[src/design/bsm_pkg.sv]
// ----------------------------------------------------------------------------
// bsm_pkg
// Shared types, address codes and helpers for the bank switch mapper with
// scanline interrupt counter.
// ----------------------------------------------------------------------------
`default_nettype none

package bsm_pkg;

  // Field widths
  localparam int unsigned ADDR_W   = 16;
  localparam int unsigned DATA_W   = 8;
  localparam int unsigned MAP_W    = 21;
  localparam int unsigned COUNT_W  = 9;
  localparam int unsigned BANK_W   = 8;
  localparam int unsigned IRQ_W    = 16;
  localparam int unsigned PRG_SLOTS = 4;
  localparam int unsigned CHR_SLOTS = 8;

  // Scanline counter step and firing threshold
  localparam logic [IRQ_W-1:0] IRQ_STEP  = IRQ_W'(113);
  localparam logic [IRQ_W-1:0] IRQ_LIMIT = 16'hFFFF - IRQ_STEP;

  // Mapper register addresses
  localparam logic [ADDR_W-1:0] ADDR_MIRROR_SINGLE = 16'h42FE;
  localparam logic [ADDR_W-1:0] ADDR_MIRROR_DUAL   = 16'h42FF;
  localparam logic [ADDR_W-1:0] ADDR_IRQ_DISABLE   = 16'h4501;
  localparam logic [ADDR_W-1:0] ADDR_IRQ_LOW       = 16'h4502;
  localparam logic [ADDR_W-1:0] ADDR_IRQ_HIGH      = 16'h4503;
  localparam logic [ADDR_W-1:0] ADDR_PRG_FIRST     = 16'h4504;
  localparam logic [ADDR_W-1:0] ADDR_PRG_LAST      = 16'h4507;
  localparam logic [ADDR_W-1:0] ADDR_CHR_FIRST     = 16'h4510;
  localparam logic [ADDR_W-1:0] ADDR_CHR_LAST      = 16'h4517;

  // Bit of the write data that selects mirroring
  localparam int unsigned MIRROR_SEL_BIT = 4;

  typedef enum logic [1:0] {
    MODE_REG_WRITE = 2'd0,
    MODE_SCANLINE  = 2'd1,
    MODE_CPU_XLATE = 2'd2,
    MODE_PPU_XLATE = 2'd3
  } mode_e;

  typedef enum logic [1:0] {
    MIRROR_SINGLE_A   = 2'd0,
    MIRROR_SINGLE_B   = 2'd1,
    MIRROR_VERTICAL   = 2'd2,
    MIRROR_HORIZONTAL = 2'd3
  } mirror_e;

  typedef enum logic {
    CFG_PRG_BANK_COUNT = 1'b0,
    CFG_CHR_BANK_COUNT = 1'b1
  } cfg_reg_e;

  typedef struct packed {
    mode_e             mode;
    logic [ADDR_W-1:0] address;
    logic [DATA_W-1:0] write_data;
  } item_t;

  typedef struct packed {
    logic             irq_request;
    logic [1:0]       mirror_mode;
    logic             address_hit;
    logic [MAP_W-1:0] mapped_address;
  } result_t;

  // Largest power of two not above v, capped at 256; zero for zero
  function automatic logic [COUNT_W-1:0] pow2_floor(logic [COUNT_W-1:0] v);
    logic [COUNT_W-1:0] p;
    p = '0;
    for (int i = 0; i < COUNT_W - 1; i++) begin
      if (v[i]) begin
        p = COUNT_W'(1) << i;
      end
    end
    if (v[COUNT_W-1]) begin
      p = COUNT_W'(256);
    end
    return p;
  endfunction

endpackage

`default_nettype wire

[src/design/bank_switch_mapper_scanline_irq_unit.sv]
// ----------------------------------------------------------------------------
// bank_switch_mapper_scanline_irq_unit
// Cartridge bank mapper with program/pattern bank registers, mirroring
// select and a scanline interrupt counter.
// ----------------------------------------------------------------------------
// Timing: an accepted item is held in the input register, then makes one pass
//   through the execute logic into the result register.
// Throughput: one item per cycle while the output is not stalled, set by the
//   single execute stage.
// Reset: banks 0,1,0,1 and 0..7, vertical mirroring, counter idle, bank
//   counts 2 and 0 (pattern RAM); configuration always ready.
`default_nettype none

module bank_switch_mapper_scanline_irq_unit (
  input  wire logic                        clk_i,
  input  wire logic                        rst_ni,
  input  wire logic                        in_valid_i,
  output logic                             in_stall_o,
  input  wire bsm_pkg::item_t              in_data_i,
  output logic                             out_valid_o,
  input  wire logic                        out_stall_i,
  output bsm_pkg::result_t                 out_data_o,
  input  wire logic                        cfg_valid_i,
  output logic                             cfg_ready_o,
  input  wire bsm_pkg::cfg_reg_e           cfg_index_i,
  input  wire logic [bsm_pkg::COUNT_W-1:0] cfg_data_i
);

  logic             fire;
  logic             item_valid;
  bsm_pkg::item_t   item;
  bsm_pkg::result_t result;
  logic             cfg_we;

  assign cfg_ready_o = 1'b1;
  assign cfg_we      = cfg_valid_i && cfg_ready_o;

  bsm_in_reg u_in_reg (
    .clk_i        (clk_i),
    .rst_ni       (rst_ni),
    .in_valid_i   (in_valid_i),
    .in_stall_o   (in_stall_o),
    .in_data_i    (in_data_i),
    .fire_i       (fire),
    .item_valid_o (item_valid),
    .item_o       (item)
  );

  bsm_exec u_exec (
    .clk_i       (clk_i),
    .rst_ni      (rst_ni),
    .fire_i      (fire),
    .item_i      (item),
    .cfg_we_i    (cfg_we),
    .cfg_index_i (cfg_index_i),
    .cfg_data_i  (cfg_data_i),
    .result_o    (result)
  );

  bsm_out_reg u_out_reg (
    .clk_i        (clk_i),
    .rst_ni       (rst_ni),
    .item_valid_i (item_valid),
    .result_i     (result),
    .fire_o       (fire),
    .out_valid_o  (out_valid_o),
    .out_stall_i  (out_stall_i),
    .out_data_o   (out_data_o)
  );

  // Every executed item shows up as a result on the next cycle
  a_fire_gives_result: assert property (@(posedge clk_i) disable iff (!rst_ni)
    fire |=> out_valid_o)
    else $error("executed item produced no result");

  // A waiting item is neither dropped nor changed
  a_item_held: assert property (@(posedge clk_i) disable iff (!rst_ni)
    item_valid && !fire |=> item_valid && $stable(item))
    else $error("waiting input item lost or changed");

  // No mapped address without a window hit
  a_miss_zero: assert property (@(posedge clk_i) disable iff (!rst_ni)
    out_valid_o && !out_data_o.address_hit |-> out_data_o.mapped_address == '0)
    else $error("mapped address nonzero on a miss");

  // Interrupt only comes from a scanline tick
  a_irq_on_tick: assert property (@(posedge clk_i) disable iff (!rst_ni)
    fire && result.irq_request |-> item.mode == bsm_pkg::MODE_SCANLINE)
    else $error("interrupt raised outside a scanline tick");

endmodule

`default_nettype wire

[src/design/bsm_in_reg.sv]
// ----------------------------------------------------------------------------
// bsm_in_reg
// Input register: captures one transfer and holds it until the execute
// stage takes it.
// ----------------------------------------------------------------------------
`default_nettype none

module bsm_in_reg (
  input  wire logic           clk_i,
  input  wire logic           rst_ni,
  input  wire logic           in_valid_i,
  output logic                in_stall_o,
  input  wire bsm_pkg::item_t in_data_i,
  input  wire logic           fire_i,
  output logic                item_valid_o,
  output bsm_pkg::item_t      item_o
);

  logic           valid_q, valid_d;
  bsm_pkg::item_t item_q, item_d;
  logic           load;

  // Load whenever the register is empty or its item moves on this cycle
  assign load       = !valid_q || fire_i;
  assign in_stall_o = !load;

  always_comb begin
    valid_d = valid_q;
    item_d  = item_q;
    if (load) begin
      valid_d = in_valid_i;
      item_d  = in_data_i;
    end
  end

  always_ff @(posedge clk_i or negedge rst_ni) begin
    if (!rst_ni) begin
      valid_q <= 1'b0;
    end else begin
      valid_q <= valid_d;
    end
  end

  // Payload holds no reset
  always_ff @(posedge clk_i) begin
    item_q <= item_d;
  end

  assign item_valid_o = valid_q;
  assign item_o       = item_q;

endmodule

`default_nettype wire

[src/design/bsm_exec.sv]
// ----------------------------------------------------------------------------
// bsm_exec
// Mapper state and execute logic: register writes, scanline counter and
// CPU/PPU address translation, one item per cycle while fire_i is high.
// ----------------------------------------------------------------------------
`default_nettype none

module bsm_exec (
  input  wire logic                          clk_i,
  input  wire logic                          rst_ni,
  input  wire logic                          fire_i,
  input  wire bsm_pkg::item_t                item_i,
  input  wire logic                          cfg_we_i,
  input  wire bsm_pkg::cfg_reg_e             cfg_index_i,
  input  wire logic [bsm_pkg::COUNT_W-1:0]   cfg_data_i,
  output bsm_pkg::result_t                   result_o
);

  localparam int unsigned B = bsm_pkg::BANK_W;

  logic [B-1:0]            prg_bank_q [bsm_pkg::PRG_SLOTS];
  logic [B-1:0]            prg_bank_d [bsm_pkg::PRG_SLOTS];
  logic [B-1:0]            chr_bank_q [bsm_pkg::CHR_SLOTS];
  logic [B-1:0]            chr_bank_d [bsm_pkg::CHR_SLOTS];
  bsm_pkg::mirror_e        mirror_q, mirror_d;
  logic                    irq_en_q, irq_en_d;
  logic [bsm_pkg::IRQ_W-1:0] irq_cnt_q, irq_cnt_d;
  logic [bsm_pkg::IRQ_W-1:0] irq_rld_q, irq_rld_d;
  logic [B-1:0]            prg_mask_q, prg_mask_d;
  logic [B-1:0]            chr_mask_q, chr_mask_d;
  logic                    chr_ram_q, chr_ram_d;

  logic [bsm_pkg::COUNT_W-1:0] prg_n, chr_n;
  logic [bsm_pkg::ADDR_W-1:0]  addr;
  logic [bsm_pkg::DATA_W-1:0]  wdata;
  logic [B-1:0]                prg_sel, chr_sel;
  logic                        irq_fire;

  assign addr  = item_i.address;
  assign wdata = item_i.write_data;

  // Effective bank counts from configuration data
  always_comb begin
    prg_n = bsm_pkg::pow2_floor(cfg_data_i);
    if (prg_n < bsm_pkg::COUNT_W'(2)) begin
      prg_n = bsm_pkg::COUNT_W'(2);
    end
    chr_n = bsm_pkg::pow2_floor(cfg_data_i);
  end

  // Next state: configuration writes and item side effects
  always_comb begin
    prg_bank_d = prg_bank_q;
    chr_bank_d = chr_bank_q;
    mirror_d   = mirror_q;
    irq_en_d   = irq_en_q;
    irq_cnt_d  = irq_cnt_q;
    irq_rld_d  = irq_rld_q;
    prg_mask_d = prg_mask_q;
    chr_mask_d = chr_mask_q;
    chr_ram_d  = chr_ram_q;
    irq_fire   = 1'b0;

    if (cfg_we_i) begin
      case (cfg_index_i)
        bsm_pkg::CFG_PRG_BANK_COUNT: begin
          prg_mask_d    = B'(prg_n - bsm_pkg::COUNT_W'(1));
          prg_bank_d[0] = B'(0);
          prg_bank_d[1] = B'(1);
          prg_bank_d[2] = B'(prg_n - bsm_pkg::COUNT_W'(2));
          prg_bank_d[3] = B'(prg_n - bsm_pkg::COUNT_W'(1));
        end
        bsm_pkg::CFG_CHR_BANK_COUNT: begin
          chr_ram_d  = (chr_n == '0);
          chr_mask_d = B'(chr_n - bsm_pkg::COUNT_W'(1));
        end
        default: begin
        end
      endcase
    end

    if (fire_i) begin
      case (item_i.mode)
        bsm_pkg::MODE_REG_WRITE: begin
          case (addr) inside
            bsm_pkg::ADDR_MIRROR_SINGLE: begin
              mirror_d = wdata[bsm_pkg::MIRROR_SEL_BIT] ? bsm_pkg::MIRROR_SINGLE_B
                                                         : bsm_pkg::MIRROR_SINGLE_A;
            end
            bsm_pkg::ADDR_MIRROR_DUAL: begin
              mirror_d = wdata[bsm_pkg::MIRROR_SEL_BIT] ? bsm_pkg::MIRROR_HORIZONTAL
                                                         : bsm_pkg::MIRROR_VERTICAL;
            end
            bsm_pkg::ADDR_IRQ_DISABLE: begin
              irq_en_d = 1'b0;
            end
            bsm_pkg::ADDR_IRQ_LOW: begin
              irq_rld_d = {irq_rld_q[15:8], wdata};
            end
            bsm_pkg::ADDR_IRQ_HIGH: begin
              irq_rld_d = {wdata, irq_rld_q[7:0]};
              irq_cnt_d = {wdata, irq_rld_q[7:0]};
              irq_en_d  = 1'b1;
            end
            [bsm_pkg::ADDR_PRG_FIRST:bsm_pkg::ADDR_PRG_LAST]: begin
              prg_bank_d[addr[1:0]] = wdata;
            end
            [bsm_pkg::ADDR_CHR_FIRST:bsm_pkg::ADDR_CHR_LAST]: begin
              chr_bank_d[addr[2:0]] = wdata;
            end
            default: begin
            end
          endcase
        end
        bsm_pkg::MODE_SCANLINE: begin
          // Advance the counter; fire and stop at the threshold
          if (irq_en_q) begin
            if (irq_cnt_q >= bsm_pkg::IRQ_LIMIT) begin
              irq_fire  = 1'b1;
              irq_cnt_d = '0;
              irq_en_d  = 1'b0;
            end else begin
              irq_cnt_d = irq_cnt_q + bsm_pkg::IRQ_STEP;
            end
          end
        end
        default: begin
        end
      endcase
    end
  end

  // Bank lookups
  assign prg_sel = prg_bank_q[addr[14:13]] & prg_mask_q;
  assign chr_sel = chr_bank_q[addr[12:10]] & chr_mask_q;

  // Result of this item, showing mirroring after its own update
  always_comb begin
    result_o                = '0;
    result_o.irq_request    = irq_fire;
    result_o.mirror_mode    = mirror_d;
    case (item_i.mode)
      bsm_pkg::MODE_CPU_XLATE: begin
        if (addr[15]) begin
          result_o.address_hit    = 1'b1;
          result_o.mapped_address = bsm_pkg::MAP_W'({prg_sel, addr[12:0]});
        end
      end
      bsm_pkg::MODE_PPU_XLATE: begin
        if (addr[15:13] == 3'b000) begin
          result_o.address_hit = 1'b1;
          if (chr_ram_q) begin
            result_o.mapped_address = bsm_pkg::MAP_W'(addr[12:0]);
          end else begin
            result_o.mapped_address = bsm_pkg::MAP_W'({chr_sel, addr[9:0]});
          end
        end
      end
      default: begin
      end
    endcase
  end

  // State registers
  always_ff @(posedge clk_i or negedge rst_ni) begin
    if (!rst_ni) begin
      prg_bank_q[0] <= B'(0);
      prg_bank_q[1] <= B'(1);
      prg_bank_q[2] <= B'(0);
      prg_bank_q[3] <= B'(1);
      for (int i = 0; i < bsm_pkg::CHR_SLOTS; i++) begin
        chr_bank_q[i] <= B'(i);
      end
      mirror_q   <= bsm_pkg::MIRROR_VERTICAL;
      irq_en_q   <= 1'b0;
      irq_cnt_q  <= '0;
      irq_rld_q  <= '0;
      prg_mask_q <= B'(1);
      chr_mask_q <= '0;
      chr_ram_q  <= 1'b1;
    end else begin
      prg_bank_q <= prg_bank_d;
      chr_bank_q <= chr_bank_d;
      mirror_q   <= mirror_d;
      irq_en_q   <= irq_en_d;
      irq_cnt_q  <= irq_cnt_d;
      irq_rld_q  <= irq_rld_d;
      prg_mask_q <= prg_mask_d;
      chr_mask_q <= chr_mask_d;
      chr_ram_q  <= chr_ram_d;
    end
  end

endmodule

`default_nettype wire

[src/design/bsm_out_reg.sv]
// ----------------------------------------------------------------------------
// bsm_out_reg
// Result register: holds one result until the consumer takes it and lets
// the execute stage refill it in the same cycle.
// ----------------------------------------------------------------------------
`default_nettype none

module bsm_out_reg (
  input  wire logic             clk_i,
  input  wire logic             rst_ni,
  input  wire logic             item_valid_i,
  input  wire bsm_pkg::result_t result_i,
  output logic                  fire_o,
  output logic                  out_valid_o,
  input  wire logic             out_stall_i,
  output bsm_pkg::result_t      out_data_o
);

  logic             valid_q, valid_d;
  bsm_pkg::result_t data_q, data_d;

  // Advance when the register is empty or being drained
  assign fire_o = item_valid_i && (!valid_q || !out_stall_i);

  always_comb begin
    valid_d = valid_q && out_stall_i;
    data_d  = data_q;
    if (fire_o) begin
      valid_d = 1'b1;
      data_d  = result_i;
    end
  end

  always_ff @(posedge clk_i or negedge rst_ni) begin
    if (!rst_ni) begin
      valid_q <= 1'b0;
    end else begin
      valid_q <= valid_d;
    end
  end

  always_ff @(posedge clk_i) begin
    data_q <= data_d;
  end

  assign out_valid_o = valid_q;
  assign out_data_o  = data_q;

endmodule

`default_nettype wire
[config.mk]
export PLATFORM = sky130hd
export DESIGN_NAME = bank_switch_mapper_scanline_irq_unit
export DESIGN_NICKNAME = d
export VERILOG_FILES = /design/src/design/bsm_pkg.sv /design/src/design/bank_switch_mapper_scanline_irq_unit.sv /design/src/design/bsm_in_reg.sv /design/src/design/bsm_exec.sv /design/src/design/bsm_out_reg.sv
export SDC_FILE = /design/constraint.sdc
export NUM_CORES = 1
export LEC_CHECK = 0
export BUFFER_PORTS_ARGS = -buffer_cell sky130_fd_sc_hd__buf_2
export CORE_MARGIN = 4
export CORE_UTILIZATION = 60
export DETAILED_ROUTE_END_ITERATION = 6
export PLACE_DENSITY = 0.8
export SLEW_MARGIN = 5
export SYNTH_ARGS = -nofsm -noshare
export SYNTH_HDL_FRONTEND = slang
export SYNTH_SLANG_ARGS = --single-unit
[constraint.sdc]
create_clock -name clk_i -period 2.95 [get_ports clk_i]
set_input_delay 0.59 -clock clk_i [delete_from_list [all_inputs] [get_ports clk_i]]
set_output_delay 0.59 -clock clk_i [all_outputs]
set_load 0.01 [all_outputs]
==> results of run 1 <==
-- report_power, final --
part           leakage, nW  internal (mW)  switching [mW]  total [mW]
sequential            2.31           2.87           0.125        2.99
combinational         1.78          0.167           0.273       0.440
clock                0.286           1.27            1.03        2.29
total                 4.37           4.30            1.43        5.73
-- metal layers --
metal,up-vias,wire [um],track usage
met2,243,10560,0.4126
met4,0,448,0.08635
li1,2858,-,-
met1,3220,8805,0.3360
met3,42,1326,0.05925
met5,-,0,0
-- stage by stage --
step / utilization / power, mW
after detailed placement: 0.6589 / 3.481
after global routing: 0.6982 / 5.934
after CTS: 0.6982 / 5.752
final: 0.6982 / 5.727
after floorplan: - / 3.260
after global placement: 0.6589 / 3.460
-- area by class of cell --
| type | count | area (um2) | share of cell area |
|---|---|---|---|
| Clock buffer | 19 | 432.9 | 0.04203 |
| Sequential cell | 193 | 5106 | 0.4957 |
| Multi-Input combinational cell | 484 | 3806 | 0.3695 |
| Inverter | 12 | 45.04 | 0.004373 |
| Tap cell | 184 | 230.2 | 0.02235 |
| Timing Repair Buffer | 91 | 534.3 | 0.05186 |
| Clock inverter | 13 | 146.4 | 0.01421 |
-- registers in the layout, summed over array words and instances (netlist names) --
register	count
u_out_reg.out_data_o	25
u_exec.mirror_q	2
u_exec.irq_en_q	1
u_exec.prg_mask_q	8
u_in_reg.item_o	26
u_exec.irq_cnt_q	16
u_in_reg.item_valid_o	1
u_exec.irq_rld_q	8
u_exec.prg_bank_q	32
u_exec.chr_bank_q	64
u_exec.chr_mask_q	8
u_exec.chr_ram_q	1
u_out_reg.out_valid_o	1
-- how the worst max path moves through the flow --
stage	from	endpoint	slack [ps]	depth (start not counted)
finish	u_in_reg.item_o[20]	u_exec.chr_bank_q[59]	340	5
global route	u_in_reg.item_o[20]	u_exec.irq_cnt_q[6]	210	5
CTS	u_in_reg.item_o[20]	u_exec.chr_bank_q[59]	340	5
detailed placement	cfg_data_i[5]	u_exec.prg_bank_q[13]	110	9
global placement	cfg_data_i[5]	u_exec.prg_bank_q[5]	110	9
floorplan	cfg_data_i[5]	u_exec.prg_bank_q[5]	240	7
-- layout by cell type (no fill, tap or decap), types with 5 or more instances in the layout --
master / n
a21o_1: 8
nand4_1: 5
mux4_2: 17
nor2_4: 6
a22o_1: 6
o21ai_0: 52
inv_1: 11
o21a_1: 5
a211oi_1: 7
edfxtp_1: 51
or3_1: 8
nand2_1: 83
buf_2: 66
buf_4: 23
nand2b_1: 9
a21oi_1: 18
dfstp_2: 17
mux2i_1: 9
and2_1: 11
nor4_4: 5
o31ai_1: 9
nor2_1: 31
nor2b_1: 8
nor3_1: 15
clkbuf_16: 17
or4_1: 5
mux2_2: 79
ha_1: 6
dfrtp_1: 125
nand3_1: 11
-- kinds of logic (layout without fill, tap and decap cells) --
family	count (synthesis)	in the layout	synth area share
flops	193	193	0.5577
buf+inv	54	135	0.02692
other cells	1	2	0.0004096
fa+ha+maj	6	6	0.008200
simple gates	221	221	0.1372
compound gates	144	144	0.1066
xor+xnor	1	1	0.0009569
mux	110	110	0.1620
==> results_dict.tcl, run 1 <==
set metrics [dict create \
    htree_levels 4 \
    pre_cts_slack_ps 105.4 \
    rsz0062_at_grt "false" \
    cts_setup_buffers 0 \
    fill_cells 1025 \
    final-instance-count-excl-fill 996 \
    netlist_area_um2 9155 \
    nNetsFinal 846 \
    fmaxAchievable_mhz 382.7 \
    hpwl_um 14640 \
    fin_tns_setup_ps 0 \
    status "finished, final reports clean" \
    power-per-cell-area_nw_per_um2 555.9 \
    ys_ff_latch 193 \
    ys_seq_area_frac 0.5577 \
    start_kind "register" \
    grt_start_max_net_pins 53 \
    clockRootBuffer "clkbuf_16" \
    ys_types 69 \
    die_w_um 131.5 \
    path_class "register to register" \
    yosysMostFrequentCell "dfrtp_1" \
    maxCapViolCount 0 \
    rr_worst_depth 5 \
    setup_ws_ps 336.8 \
    worstPathRequired_ps 3270 \
    cts_tree "yes" \
    drive_gt1_frac 0.3202 \
    ys_top_cells_by_area "dfrtp_1 34%, edfxtp_1 17%, mux2_2 9.7%" \
    cp_top_family "simple AND/OR/NAND/NOR gates" \
    path_clk_slew_ps 70 \
    crit_chain "or3_4 > nor4_4 > nand4_4 > nor3_4 > mux2_2" \
    skew_ps 8.222 \
    wl_um 21140 \
    final_area_um2 10300 \
    p_leak_nw 4.373 \
    critPathSlowestCell "nor4_4" \
    route.detailed.drc 0 \
    setup_viol 0 \
    syn_to_final_growth_pct 12.52 \
    timing.rr.end "u_exec.chr_bank_q[59]" \
    finalHoldViolations 0 \
    wl_per_cell_um 21.23 \
    cts_sinks 193 \
    syn_inst 730 \
    synth_edf_count 51 \
    num_antenna_cells 0 \
    dieArea_um2 17300 \
    via_count 6363 \
    vias_per_cell 6.389 \
    synth_ff_type "dfrtp_1" \
    grt_pass1_vias 6513 \
    slew_viol_final 0 \
    design.core.area_um2 14750 \
    max_stage_delay_ps 500 \
    peakVddDrop_uv 722.1 \
    crit_fanout 8 \
    ios 69 \
    post-route-period-util 0.8858 \
    crit_buf_inv 0 \
    ant_nets 0 \
    syn_avg_cell_area_um2 12.54 \
    place.gp.congestion 0.9038 \
    relSlewSlack 0.3176 \
    place_area_um2 9722 \
    yosys_warnings 0 \
    grt_pass1_wl_um 34610 \
    period_minus_slack_ps 2613 \
    dp_cells 964 \
    drtPass1Iterations 6 \
    clockBufferDepth 2 \
    hold_path_class "primary input to async pin" \
    hold-worst-slack_ps 108.5 \
    yosysTopAreaCell "dfrtp_1" \
    synthArstFlopShare 0.7358 \
    synth_top_area_frac 0.3417 \
    yosys-top-cells-count "125 x dfrtp_1, 83 x nand2_1, 79 x mux2_2, 52 x o21ai_0, 51 x edfxtp_1" \
    row_count 44 \
    reg2reg_slack_ps 340 \
    crit_arrival_ps 2930 \
    worst_pin_slew_ps 1024 \
    start_util 0.6205 \
    cts_resized 0 \
    drtIter0Drc 572 \
    io_buffers 67 \
    clk_latency_ps 430 \
    rr_startpoint "u_in_reg.item_o[20]" \
    grt_antenna_before_repair 0 \
    track_usage 0.2525 \
    grt_overflow 0 \
    die_h_um 131.5 \
    hold_buffers 0 \
    numCtsBuffers 17 \
    critPathCaptureType "register" \
]
Power figures use the tool's default switching activity.
==> run 2: changes to the inputs <==
--- a/config.mk
+++ b/config.mk
@@ -10,6 +10,7 @@
 export CORE_UTILIZATION = 60
 export DETAILED_ROUTE_END_ITERATION = 6
 export PLACE_DENSITY = 0.8
+export RECOVER_POWER = 100
 export SLEW_MARGIN = 5
 export SYNTH_ARGS = -nofsm -noshare
 export SYNTH_HDL_FRONTEND = slang
==> run 2 against run 1 <==
The flow now finishes with violations (capacitance limit, slew limit); sequential power hardly changed; non-clock buffer count stayed put; largest cell class unchanged; setup slack got worse by 100 ps; critical path depth rose by 1; global-route usage stayed put; clock power is essentially flat; maximum frequency shrank 3.7%; via count decreased by 0.13%; first-iteration DRC count decreased by 3.7%; hold slack better by 220 ps.
==> results_dict.tcl, run 2 (same netlist as run 1, synthesis figures left out) <==
set metrics [dict create \
    status "finished with violations" \
    violations "capacitance limit, slew limit" \
    power_mw 5.706 \
    maxCapViolCount 3 \
    numCtsBuffers 17 \
    worst_pin_slew_ps 1670 \
    htree_levels 4 \
    gr-usage-met2 0.4126 \
    critPathCaptureType "register" \
    path_class "register to register" \
    fmaxAchievable_mhz 368.3 \
    crit_arrival_ps 2920 \
    drive_gt1_frac 0.2611 \
    track_usage 0.2525 \
    start_kind "register" \
    met1_usage 0.3360 \
    grt_start_max_net_pins 53 \
    vias_per_cell 6.381 \
    grt_pass1_wl_um 34610 \
    hold_buffers 0 \
    via_count 6355 \
    final_common_cell "dfrtp_1" \
    met3_usage 0.05925 \
    row_count 44 \
    setup_viol 0 \
    regArea_um2 5106 \
    nNetsFinal 846 \
    power-per-cell-area_nw_per_um2 563.6 \
    ant_nets 0 \
    hold_path_class "primary input to register" \
    peakVddDrop_uv 723.9 \
    drtPass1Iterations 5 \
    rsz0062_at_grt "false" \
    skew_ps 7.251 \
    syn_to_final_growth_pct 10.59 \
    ios 69 \
    finalHoldViolations 0 \
    wl_per_cell_um 21.33 \
    post-route-util 0.6862 \
    cts_setup_buffers 0 \
    slew_viol_final 93 \
    period_minus_slack_ps 2715 \
    clockBufferDepth 2 \
    design.core.area_um2 14750 \
    cts_sinks 193 \
    num_antenna_cells 0 \
    dieArea_um2 17300 \
    cts_resized 0 \
    multi_input_area_um2 3734 \
    regMostFlops "u_exec.chr_bank_q" \
    wl_um 21240 \
    worstPathRequired_ps 3160 \
    die_w_um 131.5 \
    path_clk_slew_ps 70 \
    cts_tree "yes" \
    clockRootBuffer "clkbuf_16" \
    relSlewSlack -0.1136 \
    grt_antenna_before_repair 0 \
    fill_cells 1066 \
    die_h_um 131.5 \
    start_util 0.6205 \
    clk_latency_ps 440 \
    place.gp.congestion 0.9038 \
    grt.busiest_layer "met2" \
    grt_pass1_vias 6513 \
    layout_common_cells "125 x dfrtp_1, 83 x nand2_1, 77 x mux2_2" \
    grt_overflow 0 \
    route.detailed.drc 0 \
    hpwl_um 14640 \
    drtIter0Drc 551 \
    post-route-period-util 0.9204 \
    fin_tns_setup_ps 0 \
    p_leak_nw 4.218 \
    io_buffers 67 \
    crit_fanout 16 \
    largest_reg_flops 64 \
]
run 2: cell count changes in the layout (fill, tap and decap cells not counted), sizes merged:
| cell | before | now |
|---|---|---|
| clkbuf | 19 | 66 |
| buf | 91 | 44 |
run 2: final timing paths:
check                           slack (ps)                   from  depth (start not counted)                        to
worst max-delay path                   230    u_in_reg.item_o[21]                          6  u_out_reg.out_data_o[15]
worst min-delay path                   320           in_data_i[0]                          1        u_in_reg.item_o[0]
worst max register to register         230    u_in_reg.item_o[21]                          6  u_out_reg.out_data_o[15]
worst min register to register         490  u_in_reg.item_valid_o                          1     u_out_reg.out_valid_o
max in group asynchronous              650                 rst_ni                          2      u_exec.chr_mask_q[5]
min in group asynchronous              470                 rst_ni                          1        u_exec.mirror_q[0]
run 2: final cells by class:
cell class | instances | area share
sequential | 193 | 0.5043
inverter | 12 | 0.004449
multi-input combinational | 484 | 0.3688
timing repair buffer | 91 | 0.04251
clock inverter | 13 | 0.01446
tap | 184 | 0.02274
clock buffer | 19 | 0.04276
run 2: layer usage:
metal | part of all wire | vias up
li1 | - | 2852
met5 | 0 | -
met1 | 0.42 | 3228
met2 | 0.50 | 231
met3 | 0.059 | 44
met4 | 0.023 | 0
run 2: metrics by stage:
stage	instances	setup slack (ps)	hold slack, ps	area, um2
2_1_floorplan	731	243.5	294.4	9159
4_1_cts	996	335.6	124.5	10300
3_3_place_gp	964	111.6	448.8	9722
6_report	996	235.0	324.4	10120
5_1_grt	996	126.7	312.4	10120
3_5_place_dp	964	105.4	473.4	9722
run 2: critical path, cell delays in order (launching register included):
cell and delay, ps:
edfxtp_1 420, clkbuf_2 350, nor4_1 640, buf_4 230
nor2b_1 390, nand2_1 120, o21ai_0 340
run 2: power breakdown:
group / switching (mW) / internal [mW] / total [mW] / leakage (nW)
Clock: 1.03 / 1.27 / 2.29 / 0.286
Sequential: 0.126 / 2.87 / 2.99 / 2.31
Combinational: 0.270 / 0.148 / 0.418 / 1.62
Total: 1.42 / 4.28 / 5.71 / 4.22
